$ cat config.mk
export PLATFORM = sky130hd
export DESIGN_NAME = pte2d_mul
export DESIGN_NICKNAME = d
export VERILOG_FILES = /design/src/design/pte2d_pkg.sv /design/src/design/pte2d_mul.sv
export SDC_FILE = /design/constraint.sdc
export NUM_CORES = 2
export LEC_CHECK = 0
export BUFFER_PORTS_ARGS = -buffer_cell sky130_fd_sc_hd__buf_4
export CORE_ASPECT_RATIO = 1.75
export CORE_MARGIN = 5
export CORE_UTILIZATION = 55
export CTS_CLUSTER_DIAMETER = 40
export CTS_CLUSTER_SIZE = 16
export DETAILED_ROUTE_END_ITERATION = 7
export PLACE_DENSITY_LB_ADDON = 0.25
export SYNTH_ARGS = -nofsm -noshare
export SYNTH_HDL_FRONTEND = slang
export SYNTH_SLANG_ARGS = --single-unit
export TNS_END_PERCENT = 100
$ cat constraint.sdc
create_clock -name clk -period 8.9 [get_ports clk]
set_input_delay 0.89 -clock clk [delete_from_list [all_inputs] [get_ports clk]]
set_output_delay 0.89 -clock clk [all_outputs]
set_load 0.02 [all_outputs]
$ cat src/design/pte2d_pkg.sv
// shared types, constants and latency helpers for the point-edge impact test
// no dependencies
package pte2d_pkg;

  localparam int COORD_BITS_DEF = 32;
  localparam int TIME_BITS_DEF = 32;
  localparam int LIMB_W = 32;

  // one request: six packed positions and the endpoint flag
  typedef struct packed {
    logic [63:0] p_start;
    logic [63:0] p_end;
    logic [63:0] a_start;
    logic [63:0] a_end;
    logic [63:0] b_start;
    logic [63:0] b_end;
    logic        point_is_endpoint;
  } req_t;

  // one result
  typedef struct packed {
    logic        hit;
    logic [31:0] impact_time;
  } res_t;

  // cycles through one limb-serial multiplier
  function automatic int mul_lat(int aw, int bw);
    return ((aw + LIMB_W - 1) / LIMB_W) * ((bw + LIMB_W - 1) / LIMB_W) + 2;
  endfunction

endpackage

$ cat src/design/pte2d_mul.sv
// pipelined signed multiplier, one 32x32 limb product per stage
// depends on pte2d_pkg
module pte2d_mul #(
  parameter int AW = 34,
  parameter int BW = 34
) (
  input  logic                    clk,
  input  logic signed [AW-1:0]    a,
  input  logic signed [BW-1:0]    b,
  output logic signed [AW+BW-1:0] p
);
  import pte2d_pkg::*;

  localparam int NA  = (AW + LIMB_W - 1) / LIMB_W;
  localparam int NB  = (BW + LIMB_W - 1) / LIMB_W;
  localparam int NS  = NA * NB;
  localparam int PW  = AW + BW;
  localparam int ACW = (NA + NB) * LIMB_W;
  localparam int PPW = 2 * LIMB_W;

  logic [AW-1:0]        amag;
  logic [BW-1:0]        bmag;
  logic [NA*LIMB_W-1:0] am  [NS+1];
  logic [NB*LIMB_W-1:0] bm  [NS+1];
  logic [ACW-1:0]       acc [NS+1];
  logic                 ng  [NS+1];

  assign amag = a[AW-1] ? (~a + 1'b1) : a;
  assign bmag = b[BW-1] ? (~b + 1'b1) : b;

  // magnitudes and result sign
  always_ff @(posedge clk) begin
    am[0]  <= (NA*LIMB_W)'(amag);
    bm[0]  <= (NB*LIMB_W)'(bmag);
    ng[0]  <= a[AW-1] ^ b[BW-1];
    acc[0] <= '0;
  end

  // one partial product per stage
  for (genvar s = 0; s < NS; s++) begin : g_pp
    localparam int I = s / NB;
    localparam int J = s % NB;
    logic [PPW-1:0] pp;
    assign pp = PPW'(am[s][I*LIMB_W +: LIMB_W]) * PPW'(bm[s][J*LIMB_W +: LIMB_W]);
    always_ff @(posedge clk) begin
      am[s+1]  <= am[s];
      bm[s+1]  <= bm[s];
      ng[s+1]  <= ng[s];
      acc[s+1] <= acc[s] + (ACW'(pp) << (LIMB_W * (I + J)));
    end
  end

  // apply sign
  always_ff @(posedge clk) begin
    p <= ng[NS] ? -$signed(acc[NS][PW-1:0]) : $signed(acc[NS][PW-1:0]);
  end

endmodule

# Word level (Yosys, flattened, before mapping)
# Memories as Yosys holds them, arrays and structs flattened.
# Cells that the tools add are included.
dict set report totals {
  ff_bits 68
  mem_bits_rw 1285
  out_inout_bits 68
  mem_count 4
}
dict set report classes {
  addsub 7
  n_mul 4
  muxes 3
  bitwise_logic 3
}
# name words word_bits read_ports rd_ports_with_merged_regs wr line
set memory_table {}
lappend memory_table {acc 5 128 5 0 5 pte2d_mul.sv:25} ;# logic [ACW-1:0] acc [NS+1];
lappend memory_table {am 5 64 4 0 5 pte2d_mul.sv:23} ;# logic [NA*LIMB_W-1:0] am [NS+1];
lappend memory_table {bm 5 64 4 0 5 pte2d_mul.sv:24} ;# logic [NB*LIMB_W-1:0] bm [NS+1];
lappend memory_table {ng 5 1 5 0 5 pte2d_mul.sv:26} ;# logic ng [NS+1];
# op n
set op_table {}
lappend op_table {{adder 128 x 96 -> 128 bit} 2}
lappend op_table {{multiplier 32 x 32 -> 64 bit} 4}
lappend op_table {{adder 128 bit} 1}
lappend op_table {{adder 128 x 64 -> 128 bit} 1}
lappend op_table {{adder 34 x 1 -> 34 bit (second input constant)} 2}
lappend op_table {{2-to-1 mux 34 bit} 2}
lappend op_table {{2-to-1 mux 68 bit} 1}
lappend op_table {{negator 68 bit} 1}
lappend op_table {{NOT 34 bit} 2}
lappend op_table {{XOR 1 bit} 1}

# Logic depth before layout (Yosys ltp)
dict set report depth {
  word_depth 3
  mapped_depth 31
}

# Least setup slack after synthesis
# Ideal clock, no wire load.
dict set report synth_timing {
  path_kind {reg-to-reg}
  from {mem bm[0][6] (netlist name)}
  to {mem acc[0][180] (netlist name)}
  setup_ns 0.072
  arrival_time_ns 7.328
  slack_ns 1.499
  stages_incl_launch_ff 28
  path_buffers 2
  period_less_slack_ns 7.401
  cell_sequence {dfxtp_1 > clkbuf_1 > and2_1 > fa_1 > fa_1 > fa_1 > inv_1 > fa_1 > inv_1 > fa_1 > inv_1 > fa_1 > inv_1 > fa_1 > inv_1 > fa_1 > inv_1 > ha_1 > clkbuf_1 > nand3_1 > o22ai_1 > o21a_1 > a311o_1 > a31o_2 > a221oi_1 > nand3b_1 > a41oi_1 > xnor2_1}
}
# item line
set synth_rtl {}
lappend synth_rtl {{from (decl)} pte2d_mul.sv:24}
lappend synth_rtl {{to (decl)} pte2d_mul.sv:25}

==> impl_metrics.toml <==
[yosys]
synth_xor_area_share_pct = 4.817
ys_ff_latch = 521
yosysMostFrequentCell = "inv_1"
synth-edff-count = 0
yosysTopAreaCellShare_pct = 31.99
synth_cell_types = 74
synth_top_family_by_area = "adder cells"
synth_simple_gate_area_share_pct = 15.51
synthMuxAreaShare_pct = 0.01756
ys.flop_type = "dfxtp_1"
syn_inst = 6043
yosysSeqAreaShare_pct = 18.29
synth_compound_area_share_pct = 7.510
netlist_area_mm2 = 0.05701
synthesis.nets = 7633
synth_fa_ha_area_share_pct = 45.37
syn_area_per_cell_um2 = 9.435
yosys-top-cells-count = "inv_1 (1021), fa_1 (911), nand2_1 (705)"
synth_top_cell_by_area = "fa_1"
synthArstFlopShare_pct = 0
synthTopCellsByArea = "fa_1 (32%), dfxtp_1 (18%), ha_1 (13%)"
synth_warnings = 0

[critical_path]
slowest_stage = "dfxtp_1"
worstSetupPathType = "flip-flop to flip-flop"
r2r_start = "bm[0][2]$_DFF_P_"
cp-start-kind = "flip-flop"
crit_buf_inv = 7
crit_top_cell = "fa_1"
crit_path_end_kind = "flip-flop"
critPathTopFamily = "adder cells"
timing.rr.end = "acc[0][194]$_DFF_P_"
crit_fanout = 22
cp.arrival_ns = 9.20
required_ns = 9.45
rrSetupSlack_ns = 0.25
startpoint = "bm[0][2]$_DFF_P_"
crit_path_max_incr_delay_ns = 0.93
reg2regPathDepth = 26

[detailed_routing]
antenna_left = 0
drt-total-wl_mm = 157.4
vias_per_cell = 5.579
vias = 41764
dr.pass1.iters = 6
drt_iter0_drc = 1951
route.detailed.drc = 0
wl_per_cell_um = 21.02

[floorplan]
coreArea_mm2 = 0.1031
dieArea_mm2 = 0.1105
io_pins = 137
core.rowCount = 156
die_w_um = 253.4
fp.dieH_um = 435.9
initial_core_util_pct = 55.32

[placement]
globalplace.congestion = 0.9739
place_area_mm2 = 0.05969
placedCellCount = 7378
io_buffers = 136
dp_hpwl_mm = 130.3

[timing]
fin_skew_ns = 0.03394
post-route-period-util_pct = 97.16
final_max_slew_viol_count = 0
layout_min_cycle_time_ns = 8.647
hold_viol = 0
setup_viol = 0
timing.fmax_ghz = 0.1156
rsz0062_at_grt = "false"
worstMarginPinSlew_ns = 1.270
maxSlewHeadroom_pct = 15.35
fin_setup_tns_ns = 0

[layout]
final_core_utilization_pct = 59.91
stdcell_count = 7486
final_nets = 7688
areaGrowthSynthToFinish_pct = 8.295
fin_area_mm2 = 0.06174
layout-drive-gt1-share_pct = 6.498

[grt]
gr-total-overflow = 0
grt_first_pass_wirelength_mm = 248.2
grt_pass1_vias = 45608
grt_util_all_layers_pct = 28.96
antenna_found_initial = 11
grt_max_degree = 69

[worst_hold_path]
min_to = "acc[0][519]$_DFF_P_"
min_from = "acc[0][391]$_DFF_P_"
hp-class = "flip-flop to flip-flop"
hold_path_depth = 0

[clock_network]
h-tree-depth = 2
clkTransAtPathRegs_ns = 0.06
clock_latency_ns = 0.67
ctsHoldBuffers = 0
cts.sinks = 521
clock-root-buffer = "clkbuf_16"
clk_path_buf_depth = 3
cts_buffers = 61
cts_tree = "built"

[outcome]
status = "complete, no violations"

[flow_run]
maxCapViolCount = 0
## metrics by stage
| stage | setup WS, ns | hold WS [ns] |
|---|---|---|
| final | 0.2525 | 0.3205 |
| after global routing | 0.01975 | 0.3238 |
| after CTS | 0.3134 | 0.3207 |
| after detailed placement | 0.3634 | 0.3121 |
| after global placement | 0.4035 | 0.3095 |
| after floorplan | 1.499 | 0.3096 |
## flip-flops by register name (all words and copies together) (netlist names)
register	count
acc	272
bm	104
am	72
p	68
ng	5
## routing by layer
layer  up-vias  wire (um)  share of wire (%)  global-route usage, %
met5         -         20              0.013                      0
met2      1382      85180                 54                  54.88
li1      18942          -                  -                      -
met4         2      12720                8.1                  17.85
met3       582       7873                5.0                  3.428
met1     20856      51580                 33                  29.82
## cells in the final DEF (no fill, tap or decap), types with 45 or more instances in the layout
cell       netlist  final
o31ai_1         45     45
dfxtp_1        521    518
xor2_1          63     63
nor3_1          48     48
and2_1         634    634
a21o_1          92     92
nand2_1        705    705
clkbuf_16        0     62
buf_4            1    250
ha_1           610    610
o21ai_0        137    137
nand3_1         45     45
xnor2_1        248    248
nor2_1         125    125
fa_1           911    911
inv_1         1021   1021
a21oi_1        174    174
## final cells by class
| type | instances | area (um^2) |
|---|---|---|
| Tap cell | 1343 | 1680 |
| Inverter | 1021 | 3832 |
| Sequential cell | 521 | 10430 |
| Fill cell | 8920 | 41310 |
| Clock inverter | 38 | 442.9 |
| Antenna cell | 3 | 7.507 |
| Timing Repair Buffer | 256 | 1997 |
| Multi-Input combinational cell | 4237 | 41750 |
| Clock buffer | 67 | 1600 |
## kinds of logic (layout without fill, tap and decap cells)
logic type / Yosys count / after routing
xor gates and xnor gates: 312 / 312
DFF: 521 / 521
muxes: 1 / 1
other: 0 / 3
buffers and inverters: 1285 / 1382
adders and majority gates: 1521 / 1521
AOI/OAI and AO/OA: 662 / 662
and+or+nand+nor: 1741 / 1741
## worst max path at each step
stage	cells after the start	slack, ns	endpoint
after floorplan	27	1.50	acc[0][180]$_DFF_P_
after global placement	25	0.40	acc[0][178]$_DFF_P_
after detailed placement	24	0.36	acc[0][194]$_DFF_P_
after CTS	24	0.31	acc[0][194]$_DFF_P_
after global routing	25	0.02	acc[0][178]$_DFF_P_
final	26	0.25	acc[0][194]$_DFF_P_
## repair_timing
| item | 4_1_cts | 5_1_grt |
|---|---|---|
| setup buffers | 0 | 0 |
| setup endpoints to repair | 0 | 2 |
| resized for setup | 0 | 2 |
Power is not shown: default switching activity piles up to over one toggle a cycle in this logic, so the estimate is an artifact.
